### src/utt_pkg.sv
// Shared types and constants for the UTF-8 to UTF-16 transcoder.
// Used by utt_front, utt_queue, utt_back and the top level; depends on nothing.
package utt_pkg;

	// Job queue depth; must be a power of two so the pointers wrap on their own.
	localparam int unsigned QueueDepth = 4;
	localparam int unsigned QueuePtrW  = $clog2(QueueDepth);
	localparam int unsigned QueueCntW  = $clog2(QueueDepth + 1);

	localparam logic [15:0] BomUnit       = 16'hFEFF;
	localparam logic [15:0] HiSurrBase    = 16'hD800;
	localparam logic [15:0] LoSurrBase    = 16'hDC00;
	localparam logic [20:0] SuppPlaneBase = 21'h010000;

	localparam logic [7:0] LeadMask2 = 8'hE0;
	localparam logic [7:0] LeadCode2 = 8'hC0;
	localparam logic [7:0] LeadMask3 = 8'hF0;
	localparam logic [7:0] LeadCode3 = 8'hE0;
	localparam logic [7:0] LeadMask4 = 8'hF8;
	localparam logic [7:0] LeadCode4 = 8'hF0;
	localparam logic [7:0] Lead2Bits = 8'h1F;
	localparam logic [7:0] Lead3Bits = 8'h0F;
	localparam logic [7:0] Lead4Bits = 8'h07;
	localparam logic [7:0] ContBits  = 8'h3F;

	// One job: up to three 16-bit units (mark plus at most a surrogate pair),
	// and the index of the last output byte of the job.
	typedef struct packed {
		logic [2:0]       last_idx;
		logic [2:0][15:0] units;
	} job_t;

	// Front to queue.
	typedef struct packed {
		logic valid;
		job_t job;
	} push_t;

	// Queue head as seen by the back end.
	typedef struct packed {
		logic valid;
		job_t job;
	} head_t;

endpackage

### src/utt_front.sv
// Front end: accepts UTF-8 bytes, tracks the multi-byte decode state and
// turns each item into a job of UTF-16 units. Depends on utt_pkg.
module utt_front (
	input  logic           clk,
	input  logic           arst_n,
	input  logic [7:0]     text_byte,
	input  logic           stream_start,
	input  logic           in_valid,
	output logic           in_ready,
	input  logic           q_full,
	output utt_pkg::push_t push
);
	import utt_pkg::*;

	logic [1:0]  pend_q;
	logic [20:0] cp_q;
	logic        mark_sent_q;

	logic        acc;
	logic [1:0]  pend_eff;
	logic [20:0] cp_eff;
	logic        mark;
	logic [1:0]  pend_nxt;
	logic [20:0] cp_nxt;
	logic [20:0] cp_cont;
	logic [20:0] cp_off;
	logic [1:0]  n_data;
	logic [2:0]  n_units;
	logic [15:0] d0;
	logic [15:0] d1;

	assign in_ready = !q_full;
	assign acc      = in_valid && in_ready;

	always_comb begin
		pend_eff = stream_start ? 2'd0 : pend_q;
		cp_eff   = stream_start ? 21'd0 : cp_q;
		mark     = stream_start || !mark_sent_q;
		cp_cont  = {cp_eff[14:0], text_byte[5:0] & ContBits[5:0]};
		cp_off   = cp_cont - SuppPlaneBase;
		pend_nxt = pend_eff;
		cp_nxt   = cp_eff;
		n_data   = 2'd0;
		d0       = 16'h0000;
		d1       = 16'h0000;
		if (pend_eff != 2'd0) begin
			pend_nxt = pend_eff - 2'd1;
			cp_nxt   = cp_cont;
			if (pend_nxt == 2'd0) begin
				cp_nxt = 21'd0;
				if (cp_cont >= SuppPlaneBase) begin
					n_data = 2'd2;
					d0     = HiSurrBase | {5'd0, cp_off[20:10]};
					d1     = LoSurrBase | {6'd0, cp_off[9:0]};
				end else begin
					n_data = 2'd1;
					d0     = cp_cont[15:0];
				end
			end
		end else if (!text_byte[7]) begin
			n_data = 2'd1;
			d0     = {8'h00, text_byte};
		end else if ((text_byte & LeadMask2) == LeadCode2) begin
			cp_nxt   = {13'd0, text_byte & Lead2Bits};
			pend_nxt = 2'd1;
		end else if ((text_byte & LeadMask3) == LeadCode3) begin
			cp_nxt   = {13'd0, text_byte & Lead3Bits};
			pend_nxt = 2'd2;
		end else if ((text_byte & LeadMask4) == LeadCode4) begin
			cp_nxt   = {13'd0, text_byte & Lead4Bits};
			pend_nxt = 2'd3;
		end else begin
			// Invalid lead byte: consumed, gives a zero unit.
			n_data = 2'd1;
		end
	end

	// Pack the mark ahead of the data units; empty jobs are not queued.
	// The last byte index is twice the unit count minus one.
	always_comb begin
		n_units            = {1'b0, n_data} + {2'd0, mark};
		push.valid         = acc && (mark || (n_data != 2'd0));
		push.job.last_idx  = {n_units[1:0] - 2'd1, 1'b1};
		if (mark) begin
			push.job.units = {d1, d0, BomUnit};
		end else begin
			push.job.units = {16'h0000, d1, d0};
		end
	end

	always_ff @(posedge clk or negedge arst_n) begin
		if (!arst_n) begin
			pend_q      <= 2'd0;
			cp_q        <= 21'd0;
			mark_sent_q <= 1'b0;
		end else if (acc) begin
			pend_q      <= pend_nxt;
			cp_q        <= cp_nxt;
			mark_sent_q <= 1'b1;
		end
	end

endmodule

### src/utt_queue.sv
// Small job queue between the decode front end and the byte serializer.
// Depends on utt_pkg.
module utt_queue (
	input  logic           clk,
	input  logic           arst_n,
	input  utt_pkg::push_t push,
	output logic           full,
	output utt_pkg::head_t head,
	input  logic           pop
);
	import utt_pkg::*;

	job_t                 mem_q [QueueDepth];
	logic [QueuePtrW-1:0] wr_ptr_q;
	logic [QueuePtrW-1:0] rd_ptr_q;
	logic [QueueCntW-1:0] cnt_q;
	logic                 do_push;
	logic                 do_pop;

	assign full     = (cnt_q == QueueCntW'(QueueDepth));
	assign head.valid = (cnt_q != '0);
	assign head.job   = mem_q[rd_ptr_q];
	assign do_push  = push.valid && !full;
	assign do_pop   = pop && head.valid;

	always_ff @(posedge clk) begin
		if (do_push) begin
			mem_q[wr_ptr_q] <= push.job;
		end
	end

	always_ff @(posedge clk or negedge arst_n) begin
		if (!arst_n) begin
			wr_ptr_q <= '0;
			rd_ptr_q <= '0;
			cnt_q    <= '0;
		end else begin
			if (do_push) begin
				wr_ptr_q <= wr_ptr_q + 1'b1;
			end
			if (do_pop) begin
				rd_ptr_q <= rd_ptr_q + 1'b1;
			end
			if (do_push && !do_pop) begin
				cnt_q <= cnt_q + 1'b1;
			end else if (do_pop && !do_push) begin
				cnt_q <= cnt_q - 1'b1;
			end
		end
	end

endmodule

### src/utt_back.sv
// Back end: walks the queued job into the output register one byte per cycle while
// the output is not stalled, ordering each unit's bytes by the configured endianness. Depends on utt_pkg.
module utt_back (
	input  logic           clk,
	input  logic           arst_n,
	input  logic           msb_first,
	input  utt_pkg::head_t head,
	output logic           pop,
	output logic [7:0]     out_byte,
	output logic           run_last,
	output logic           out_valid,
	input  logic           out_ready
);
	import utt_pkg::*;

	logic [2:0]  idx_q;
	logic        out_valid_q;
	logic [7:0]  out_byte_q;
	logic        run_last_q;
	logic        advance;
	logic        at_last;
	logic [15:0] unit;
	logic [7:0]  next_byte;

	assign advance = head.valid && (!out_valid_q || out_ready);
	assign at_last = (idx_q == head.job.last_idx);
	assign pop     = advance && at_last;

	always_comb begin
		case (idx_q[2:1])
			2'd0:    unit = head.job.units[0];
			2'd1:    unit = head.job.units[1];
			default: unit = head.job.units[2];
		endcase
		// The high byte goes out on odd positions in little-endian order and
		// on even positions in big-endian order.
		next_byte = (idx_q[0] ^ msb_first) ? unit[15:8] : unit[7:0];
	end

	always_ff @(posedge clk or negedge arst_n) begin
		if (!arst_n) begin
			idx_q       <= 3'd0;
			out_valid_q <= 1'b0;
		end else if (advance) begin
			out_valid_q <= 1'b1;
			idx_q       <= at_last ? 3'd0 : idx_q + 3'd1;
		end else if (out_ready) begin
			out_valid_q <= 1'b0;
		end
	end

	always_ff @(posedge clk) begin
		if (advance) begin
			out_byte_q <= next_byte;
			run_last_q <= at_last;
		end
	end

	assign out_valid = out_valid_q;
	assign out_byte  = out_byte_q;
	assign run_last  = run_last_q;

endmodule

### src/utf8_to_utf16_transcoder.sv
// Top level of the UTF-8 to UTF-16 transcoder: byte order register, decode
// front end, job queue and byte serializer. Depends on utt_pkg and submodules.
//
//   Channel   Direction  Handshake            Payload
//   input     in         in_valid/in_ready    text_byte, stream_start
//   output    out        out_valid/out_ready  out_byte, run_last
//   config    in         cfg_we (no wait)     cfg_wdata (big_endian_out)
//
// The output port moves one byte per cycle while the output is not stalled. An
// item yields two output bytes for ASCII, up to six with a mark and a surrogate
// pair, and items that yield nothing (such as lead bytes) take none of the back end.
// The front end decodes in the cycle of acceptance and takes an item every
// cycle while the four-entry job queue has room; it does not wait for the
// output side. A held output byte stalls only the serializer until the queue
// fills. Reset is asynchronous and clears the decode state, queue pointers,
// output valid and the byte order register (little-endian).
module utf8_to_utf16_transcoder (
	input  logic       clk,
	input  logic       arst_n,
	input  logic [7:0] text_byte,
	input  logic       stream_start,
	input  logic       in_valid,
	output logic       in_ready,
	output logic [7:0] out_byte,
	output logic       run_last,
	output logic       out_valid,
	input  logic       out_ready,
	input  logic       cfg_we,
	input  logic       cfg_wdata
);
	import utt_pkg::*;

	logic  msb_first_q;
	push_t push;
	head_t head;
	logic  q_full;
	logic  pop;

	// The byte order register is read live by the serializer; the user must rewrite
	// it only while the block is idle, so no job sees a change midway (not enforced here).
	always_ff @(posedge clk or negedge arst_n) begin
		if (!arst_n) begin
			msb_first_q <= 1'b0;
		end else if (cfg_we) begin
			msb_first_q <= cfg_wdata;
		end
	end

	utt_front u_front (
		.clk          (clk),
		.arst_n       (arst_n),
		.text_byte    (text_byte),
		.stream_start (stream_start),
		.in_valid     (in_valid),
		.in_ready     (in_ready),
		.q_full       (q_full),
		.push         (push)
	);

	utt_queue u_queue (
		.clk    (clk),
		.arst_n (arst_n),
		.push   (push),
		.full   (q_full),
		.head   (head),
		.pop    (pop)
	);

	utt_back u_back (
		.clk        (clk),
		.arst_n     (arst_n),
		.msb_first  (msb_first_q),
		.head       (head),
		.pop        (pop),
		.out_byte   (out_byte),
		.run_last   (run_last),
		.out_valid  (out_valid),
		.out_ready  (out_ready)
	);

endmodule

### config.mk
export PLATFORM = sky130hd
export DESIGN_NAME = utf8_to_utf16_transcoder
export DESIGN_NICKNAME = d
export VERILOG_FILES = /design/src/utt_pkg.sv /design/src/utt_front.sv /design/src/utt_queue.sv /design/src/utt_back.sv /design/src/utf8_to_utf16_transcoder.sv
export SDC_FILE = /design/constraint.sdc
export NUM_CORES = 1
export LEC_CHECK = 0
export BUFFER_PORTS_ARGS = -buffer_cell sky130_fd_sc_hd__buf_2
export CAP_MARGIN = 10
export CORE_MARGIN = 5
export CORE_UTILIZATION = 56
export DETAILED_ROUTE_END_ITERATION = 12
export PLACE_DENSITY = 0.8
export SLEW_MARGIN = 20
export SYNTH_ARGS = -nofsm -noshare
export SYNTH_HDL_FRONTEND = slang
export SYNTH_SLANG_ARGS = --single-unit
### constraint.sdc
create_clock -name clk -period 2.55 [get_ports clk]
set_input_delay 0.255 -clock clk [delete_from_list [all_inputs] [get_ports clk]]
set_output_delay 0.255 -clock clk [all_outputs]
set_load 0.05 [all_outputs]
==> out/metrics.yaml, run 1 <==
status: "finished with violations"
violations: "setup timing"
hp-class: "in2reg"
synth_nets: 567
vias: 5250
use_met2: 0.344
rows: 47
cp-start-kind: "flip-flop"
die_w_microns: 139
cts_made_buffers: 23
io_pins: 26
numPortBuffers: 25
path_class: "reg2reg"
syn2layout_area_growth_pct: 15.4
cp_common_cell: "mux2_4"
required_ns: 2.94
synth_edf_count: 189
cts-htree-levels: 1
fin_nets: 628
gr-usage-met3: 0.0297
worst_clock_skew_ns: 0.0109
period_needed_ns: 2.59
worst_pin_slew_ns: 0.781
totalPowerFinal_w: 0.0122
clock-root-buffer: "clkbuf_16"
syn_avg_cell_area_sq_um: 17.0
hp-start: "text_byte[0]"
synth_area_leaders: "edfxtp_1 (61%), mux4_2 (12%), dfrtp_1 (8.1%)"
grt_max_degree: 46
fmax_ghz: 0.386
antenna_found_initial: 0
crit_fanout: 2
viasPerCell: 6.26
yosysTopAreaCell: "edfxtp_1"
finalWirelength_mm: 20.1
fillers: 1084
wl_per_cell_microns: 24.0
setup_ws_ns: -0.0419
arrival_ns: 2.98
ys.flop_type: "edfxtp_1"
cts_tree: "done"
fin_util: 0.651
synth_top_area_frac: 0.613
slowest_delay_ns: 0.50
slew_viol_final: 0
netlist_area_sq_um: 9260
rsz0062_at_grt: "true"
cts.sinks: 219
rrSetupSlack_ns: -0.04
synth_seq_cells: 219
end_kind: "flip-flop"
post-dp-hpwl_mm: 12.6
slowest_stage: "or4b_4"
initial_core_util: 0.564
chipHeight_microns: 139
ys_warn_count: 0
core_sq_um: 16400
power_density_nw_per_um2: 1140
async_flop_share: 0.137
slew_headroom: 0.479
ir_worst_vdd_uv: 894
busiest_layer: "met2"
grt_pass1_wl_mm: 31.5
grt_pass1_vias: 5441
synth_cell_types: 56
synthCells: 544
grt_usage: 0.212
firstDrtPassIters: 5
detail-route-antenna-nets: 0
drive_gt1_frac: 0.278
cap_violations: 0
hold_path_end: "u_front.cp_q[0]$_DFFE_PN0P_"
gr-usage-met1: 0.303
grt-ovfl-total: 0
critical_path.n_buffers_inverters: 1
drcViolationCount: 0
mostFrequentLayoutCell: "edfxtp_1"
reg2reg_to: "u_queue.cnt_q[1]$_DFFE_PN0P_"
ys_seq_area_frac: 0.694
totalNegativeSetupSlack_ns: -0.0419
clock_latency_ns: 0.50
r2r_cells: 8
drt_iter0_drc: 492
path_clk_slew_ns: 0.06
setup_violations: 1
p_leak_nw: 3.77
crit_family: "simple AND/OR/NAND/NOR gates"
diodes: 0
dieArea_sq_um: 19200
post-route-period-util: 1.02
hold_violations: 0
hold_depth: 2
cts_buffer_depth: 3
place_congestion: 0.912
final_cell_mix: "edfxtp_1 (189), mux4_2 (49), nor2_1 (35), buf_4 (34), nand2_1 (30)"
cp_cell_sequence: "mux2_4, or4b_4, a31oi_4, nand2_4, ha_4, inv_2, fa_1, mux2_4"
cp-startpoint: "u_queue.rd_ptr_q[1]$_DFFE_PN0P_"
reg2reg_from: "u_queue.rd_ptr_q[1]$_DFFE_PN0P_"
-- per-stage QoR --
step                      hold WS, ns  setup slack [ns]  cell area [sq um]  cells
after floorplan               -0.0406           0.00418               9270    544
after global placement          0.345           -0.0309               9830    791
after detailed placement        0.371            -0.119               9830    791
after CTS                      0.0289           -0.0418              10700    837
after global routing           0.0501           -0.0664              10700    839
final                          0.0390           -0.0419              10700    839
-- how the worst max path moves through the flow --
| stage | endpoint | slack, ns | cells after the start |
|---|---|---|---|
| 2_1_floorplan | u_queue.cnt_q[2]$_DFFE_PN0P_ | 0.004 | 10 |
| 3_3_place_gp | u_queue.cnt_q[1]$_DFFE_PN0P_ | -0.03 | 8 |
| 3_5_place_dp | u_queue.cnt_q[1]$_DFFE_PN0P_ | -0.12 | 8 |
| 4_1_cts | u_queue.cnt_q[1]$_DFFE_PN0P_ | -0.04 | 8 |
| 5_1_grt | u_queue.cnt_q[1]$_DFFE_PN0P_ | -0.07 | 8 |
| 6_report | u_queue.cnt_q[1]$_DFFE_PN0P_ | -0.04 | 8 |
-- flip-flops by register name (all words and copies together), names as in the netlist --
name / cells
u_queue.mem_q: 180
u_front.cp_q: 15
u_back.out_byte: 8
u_back.idx_q: 3
u_queue.cnt_q: 3
u_front.pend_q: 2
u_queue.rd_ptr_q: 2
u_queue.wr_ptr_q: 2
msb_first_q: 1
u_back.out_valid: 1
u_back.run_last: 1
u_front.mark_sent_q: 1
-- cell type report --
type | count | area, sq um | share of cell area
sequential | 219 | 6430 | 0.602
multi-input combinational | 285 | 2710 | 0.253
clock buffer | 24 | 579 | 0.0542
timing repair buffer | 68 | 512 | 0.0479
tap | 220 | 275 | 0.0258
clock inverter | 15 | 153 | 0.0143
inverter | 8 | 30.0 | 0.00281
-- power by group --
part	switching, W	internal [W]	total [W]
combinational	0.00215	0.00172	0.00386
sequential	0.000333	0.00475	0.00509
clock	0.00131	0.00194	0.00326
total	0.00379	0.00841	0.0122
-- cell families after synthesis --
family | after synthesis | share of synthesized area
fa+ha+maj | 8 | 0.0116
buf+inv | 40 | 0.0196
xor+xnor | 13 | 0.0123
mux | 61 | 0.133
flops | 219 | 0.694
compound gates | 89 | 0.0687
simple gates | 114 | 0.0607
-- Yosys cell counts (2+ instances only) --
master and count:
a21oi_1 18, a221o_1 5, a22o_1 16, a32o_1 2, a32oi_1 2, and2_1 15, buf_2 13, buf_6 2
clkbuf_1 16, dfrtp_1 30, edfxtp_1 189, ha_1 7, inv_1 8, mux2_2 5, mux2i_1 7, mux4_2 49
nand2_1 31, nand2b_1 4, nand3_1 6, nand3b_1 4, nor2_1 35, nor2b_1 2, nor3_1 4, o21ai_0 20
o221ai_1 2, o22ai_1 7, o2bb2ai_1 2, or3_1 4, xnor2_1 7, xor2_1 6
-- routing by layer --
| layer | share of wire | vias to the layer above |
|---|---|---|
| met5 | 0 | - |
| met4 | 0.030 | 0 |
| met3 | 0.077 | 51 |
| met2 | 0.49 | 254 |
| met1 | 0.40 | 2666 |
| li1 | - | 2279 |
-- worst register-to-register path, stage by stage, from the launching register on --
cell	delay [ns]
dfrtp_2	0.42
mux2_4	0.31
or4b_4	0.50
a31oi_4	0.23
nand2_4	0.11
ha_4	0.19
inv_2	0.05
fa_1	0.40
mux2_4	0.27
-- timing repair --
item,4_1_cts,5_1_grt
pin swaps,1,1
hold endpoints to repair,32,0
resized for setup,7,3
gates cloned,0,0
buffers inserted,3,3
hold buffers,4,0
setup endpoints to repair,3,2
Note: power is estimated with default switching activity, not from simulation.
==> inputs of run 2 (changes only) <==
--- a/config.mk
+++ b/config.mk
@@ -11,6 +11,7 @@
 export CORE_UTILIZATION = 56
 export DETAILED_ROUTE_END_ITERATION = 12
 export PLACE_DENSITY = 0.8
+export RECOVER_POWER = 100
 export SLEW_MARGIN = 20
 export SYNTH_ARGS = -nofsm -noshare
 export SYNTH_HDL_FRONTEND = slang
==> out/metrics.yaml, run 2 (synthesis gave the netlist of run 1 again) <==
status: "finished with violations"
violations: "capacitance limit, slew limit, setup timing"
grt_max_degree: 46  # unchanged
path_class: "reg2reg"
dieArea_sq_um: 19200  # unchanged
slew_viol_final: 31  # +31
largest_reg_flops: 180  # unchanged
cp_cell_sequence: "mux2_4, or4b_4, a31oi_4, nand2_4, ha_4, inv_2, fa_1, mux2_4"
viasPerCell: 6.22  # -0.61%
final_cell_mix: "edfxtp_1 (189), mux4_2 (49), nor2_1 (35), buf_4 (33), nand2_1 (30)"
pwr-share-clk: 0.267  # about the same
fmax_ghz: 0.386  # about the same
clock_latency_ns: 0.50  # about the same
path_depth: 8  # unchanged
p_switching_w: 0.00379  # -0.15%
fin_area_sq_um: 10700  # -0.23%
slew_headroom: -0.242  # -0.722
totalNegativeSetupSlack_ns: -0.0421  # -0.000180 ns
place_congestion: 0.912  # unchanged
drt_iter0_drc: 514  # +4.5%
cp-start-kind: "flip-flop"
reg2reg_from: "u_queue.rd_ptr_q[1]$_DFFE_PN0P_"
chipHeight_microns: 139  # unchanged
period_needed_ns: 2.59  # +0.000180 ns
setup_violations: 1  # unchanged
setup_ws_ns: -0.0421  # -0.000180 ns
fin_nets: 628  # unchanged
syn2layout_area_growth_pct: 15.2
ir_worst_vdd_uv: 884  # -1.1%
worst_clock_skew_ns: 0.00925  # -0.00161 ns
rrSetupSlack_ns: -0.04  # about the same
vias: 5218  # -0.61%
crit_family: "simple AND/OR/NAND/NOR gates"
arrival_ns: 2.98  # about the same
post-route-period-util: 1.02  # about the same
io_pins: 26  # unchanged
cp-startpoint: "u_queue.rd_ptr_q[1]$_DFFE_PN0P_"
hold_violations: 0  # unchanged
postPlaceCellArea_sq_um: 9830  # unchanged
post-dp-hpwl_mm: 12.6  # unchanged
mostFrequentLayoutCell: "edfxtp_1"
cp_common_cell: "mux2_4"
totalPowerFinal_w: 0.0122  # -0.28%
pwr-share-comb: 0.315  # -0.002
swShare: 0.311  # +0.000395
largest-register: "u_queue.mem_q"
die_w_microns: 139  # unchanged
rows: 47  # unchanged
slowest_delay_ns: 0.50  # about the same
cts_tree: "done"
core_sq_um: 16400  # unchanged
cts-htree-levels: 1  # unchanged
critPathCapture: "u_queue.cnt_q[1]$_DFFE_PN0P_"
p_leak_nw: 3.73  # -0.98%
grt_usage: 0.212  # unchanged
dp_slack_ns: -0.119  # unchanged
multi_input_area_sq_um: 2700  # -0.28%
diodes: 0  # unchanged
required_ns: 2.94  # about the same
drcViolationCount: 0  # unchanged
firstDrtPassIters: 7  # +2
wl_per_cell_microns: 23.9  # -0.34%
slowest_stage: "or4b_4"
fillers: 1090  # +0.55%
grt_pass1_wl_mm: 31.5  # unchanged
power_density_nw_per_um2: 1140  # about the same
fin_hold_ws_ns: 0.0458  # +0.00671 ns
rsz0062_at_grt: "true"
cap_violations: 1  # +1
cts_buffer_depth: 3  # unchanged
cts.sinks: 219  # unchanged
worst_pin_slew_ns: 1.86  # +1.08 ns
end_kind: "flip-flop"
finalWirelength_mm: 20.1  # -0.34%
path_clk_slew_ns: 0.06  # about the same
seqPwrFrac: 0.418  # about the same
grt-ovfl-total: 0  # unchanged
r2r_cells: 8  # unchanged
initial_core_util: 0.564  # unchanged
numPortBuffers: 25  # unchanged
register_area_sq_um: 6430  # unchanged
cts_made_buffers: 23  # unchanged
drive_gt1_frac: 0.257  # -0.0210
antenna_found_initial: 0  # unchanged
grt_pass1_vias: 5441  # unchanged
crit_fanout: 2  # unchanged
clock-root-buffer: "clkbuf_16"
critical_path.n_buffers_inverters: 1  # unchanged
internal-power_w: 0.00838  # -0.33%
hp-class: "in2reg"
reg2reg_to: "u_queue.cnt_q[1]$_DFFE_PN0P_"
detail-route-antenna-nets: 0  # unchanged
## run 2: worst min-delay path by stage
stage	slack [ns]	cells past startpoint	start	to
after detailed placement	0.37	1	arst_n	u_queue.wr_ptr_q[1]$_DFFE_PN0P_
after global routing	0.05	2	text_byte[0]	u_front.cp_q[0]$_DFFE_PN0P_
after floorplan	-0.04	0	arst_n	msb_first_q$_DFFE_PN0P_
after CTS	0.03	2	text_byte[0]	u_front.cp_q[0]$_DFFE_PN0P_
final	0.05	2	text_byte[0]	u_front.cp_q[0]$_DFFE_PN0P_
after global placement	0.35	1	arst_n	u_queue.wr_ptr_q[1]$_DFFE_PN0P_
## run 2: layout make-up
type                    count  area share
repair buffers             68      0.0464
flip-flops and latches    219       0.603
clock inverters            15      0.0143
multi-input cells         285       0.253
well taps                 220      0.0258
clock buffers              24      0.0543
inverters                   8     0.00282
## run 2: what timing repair did
item                                   in CTS  in global routing
hold buffers                                4                  0
pin swaps                                   1                  1
setup buffers                               3                  3
endpoints found under the hold margin      32                  0
gates resized for setup                     7                  3
setup endpoints to repair                   3                  2
## run 2: per-layer routing
metal	vias to the layer above	global-route usage	wire length [microns]
li1	2280	-	-
met1	2622	0.303	8020
met2	258	0.344	9790
met3	58	0.0297	1630
met4	0	0.0686	626
met5	-	0	0
## run 2: power groups by stage
stage | sequential [W] | clock (W) | combinational [W]
floorplan | 0.00528 | 0 | 0.00247
global placement | 0.00508 | 0 | 0.00362
detailed placement | 0.00515 | 0 | 0.00373
CTS | 0.00508 | 0.00329 | 0.00386
global route | 0.00514 | 0.00344 | 0.00413
finish | 0.00509 | 0.00325 | 0.00383
## run 2: per-stage QoR
stage	util	cells
global route	0.650	839
floorplan	-	544
detailed placement	0.599	791
CTS	0.650	837
global placement	0.599	791
finish	0.650	839
==> inputs of run 3 (changes only) <==
--- a/config.mk
+++ b/config.mk
@@ -8,9 +8,9 @@
 export BUFFER_PORTS_ARGS = -buffer_cell sky130_fd_sc_hd__buf_2
 export CAP_MARGIN = 10
 export CORE_MARGIN = 5
-export CORE_UTILIZATION = 56
+export CORE_UTILIZATION = 62
 export DETAILED_ROUTE_END_ITERATION = 12
-export PLACE_DENSITY = 0.8
+export PLACE_DENSITY = 0.83
 export RECOVER_POWER = 100
 export SLEW_MARGIN = 20
 export SYNTH_ARGS = -nofsm -noshare
==> constraint.sdc (replaced) <==
create_clock -name clk -period 2.75 [get_ports clk]
set_input_delay 0.275 -clock clk [delete_from_list [all_inputs] [get_ports clk]]
set_output_delay 0.275 -clock clk [all_outputs]
set_load 0.05 [all_outputs]
==> out/metrics.yaml, run 3 (synthesis gave the netlist of run 1 again) <==
core_sq_um: 14600  # -11%
dieArea_sq_um: 17500  # -9.0%
grt-ovfl-total: 0  # unchanged
drcViolationCount: 0  # unchanged
rrSetupSlack_ns: 0.08  # +0.12 ns
cts_tree: "done"
hp-class: "in2reg"
rsz0062_at_grt: "false"
path_class: "reg2reg"
die_w_microns: 132  # -4.6%
drive_gt1_frac: 0.227  # -0.0300
antenna_found_initial: 0  # unchanged
chipHeight_microns: 132  # -4.6%
cp-start-kind: "flip-flop"
required_ns: 3.13  # +0.19 ns
clock-root-buffer: "clkbuf_16"
grt_pass1_wl_mm: 30.6  # -2.9%
detail-route-antenna-nets: 0  # unchanged
largest_reg_flops: 180  # unchanged
power_density_nw_per_um2: 1060  # -7.6%
cts_buffer_depth: 3  # unchanged
period_needed_ns: 2.67  # +0.0789 ns
initial_core_util: 0.634  # +0.0703
cap_violations: 1  # unchanged
grt_max_degree: 37  # -20%
fillers: 855  # -22%
path_clk_slew_ns: 0.06  # about the same
worst_clock_skew_ns: 0.00884  # -0.000404 ns
final_cell_mix: "edfxtp_1 (189), mux4_2 (49), nor2_1 (35), nand2_1 (30), dfrtp_1 (29)"
violations: "capacitance limit, slew limit"
diodes: 0  # unchanged
post-dp-hpwl_mm: 12.0  # -5.3%
drt_iter0_drc: 595  # +16%
slew_viol_final: 31  # unchanged
hold_violations: 0  # unchanged
firstDrtPassIters: 6  # -1
post-route-period-util: 0.971  # -0.0452
largest-register: "u_queue.mem_q"
worst_pin_slew_ns: 1.75  # -0.111 ns
mostFrequentLayoutCell: "edfxtp_1"
numPortBuffers: 25  # unchanged
syn2layout_area_growth_pct: 12.3
p_leak_nw: 3.60  # -3.6%
totalPowerFinal_w: 0.0110  # -9.9%
grt_pass1_vias: 5388  # -0.97%
end_kind: "flip-flop"
wl_per_cell_microns: 24.8  # +3.6%
fin_nets: 611  # -2.7%
rows: 44  # -6.4%
cts.sinks: 219  # unchanged
fmax_ghz: 0.374  # -3.0%
multi_input_area_sq_um: 2670  # -1.2%
slew_headroom: -0.168  # +0.0743
clock_latency_ns: 0.49  # about the same
ir_worst_vdd_uv: 647  # -27%
io_pins: 26  # unchanged
totalNegativeSetupSlack_ns: 0  # +0.0421 ns
finalWirelength_mm: 19.5  # -2.7%
status: "finished with violations"
cts-htree-levels: 1  # unchanged
grt_usage: 0.225  # +0.0131
arrival_ns: 3.05  # +0.07 ns
viasPerCell: 6.70  # +7.7%
register_area_sq_um: 6430  # about the same
crit_fanout: 2  # unchanged
vias: 5278  # +1.1%
setup_violations: 0  # -1
place_congestion: 0.965  # +5.8%
cts_made_buffers: 22  # -4.3%
==> run 3: timing repair <==
item | in CTS | in global routing
hold endpoints to repair | 31 | 0
pin swaps | 0 | 1
setup buffers | 0 | 0
hold buffers | 2 | 0
gates resized for setup | 1 | 3
setup endpoints to repair | 1 | 2
==> run 3: power breakdown <==
group,switching (W),leakage (nW),internal [W]
Clock,0.00117,0.361,0.00174
Combinational,0.00194,1.10,0.00140
Sequential,0.000301,2.14,0.00441
Total,0.00342,3.60,0.00755
==> run 3: cell type report <==
cell class,count,area share
inverter,8,0.00289
clock buffer,27,0.0578
timing repair buffer,52,0.0307
tap,184,0.0222
sequential,219,0.619
multi-input combinational,285,0.257
clock inverter,13,0.0112
==> run 3: stage by stage <==
stage               instance area (sq um)  setup WS (ns)  utilization  hold slack (ns)  std cells
floorplan                            9260          0.105            -          -0.0206        544
finish                              10400         0.0790        0.712           0.0150        788
global route                        10400         0.0142        0.712          0.00498        788
CTS                                 10500         0.0244        0.716          0.00317        788
global placement                     9710         0.0804        0.666            0.361        746
detailed placement                   9710        -0.0292        0.666            0.376        746
==> run 3: critical path, cell delays in order, from the launching register on <==
cell	delay, ns
dfrtp_2	0.37
mux2_2	0.36
or4b_4	0.51
a31oi_4	0.19
nand2_2	0.13
ha_1	0.26
inv_1	0.08
fa_1	0.40
mux2_2	0.26
==> run 3: metal layers <==
layer  vias up  share of wire  GRT usage
met5         -              0          0
li1       2249              -          -
met4         0          0.028     0.0656
met1      2650           0.38      0.318
met3        48           0.11     0.0576
met2       331           0.48      0.354
==> run 3: worst paths after layout <==
check,endpoint,cells past startpoint,from
max reg2reg,u_queue.cnt_q[1]$_DFFE_PN0P_,8,u_queue.rd_ptr_q[1]$_DFFE_PN0P_
min,msb_first_q$_DFFE_PN0P_,2,cfg_wdata
max,u_queue.cnt_q[1]$_DFFE_PN0P_,8,u_queue.rd_ptr_q[1]$_DFFE_PN0P_
min in group asynchronous,u_back.out_valid$_DFFE_PN0P_,2,arst_n
max in group asynchronous,u_queue.rd_ptr_q[1]$_DFFE_PN0P_,2,arst_n
min reg2reg,u_queue.cnt_q[2]$_DFFE_PN0P_,1,u_queue.cnt_q[2]$_DFFE_PN0P_
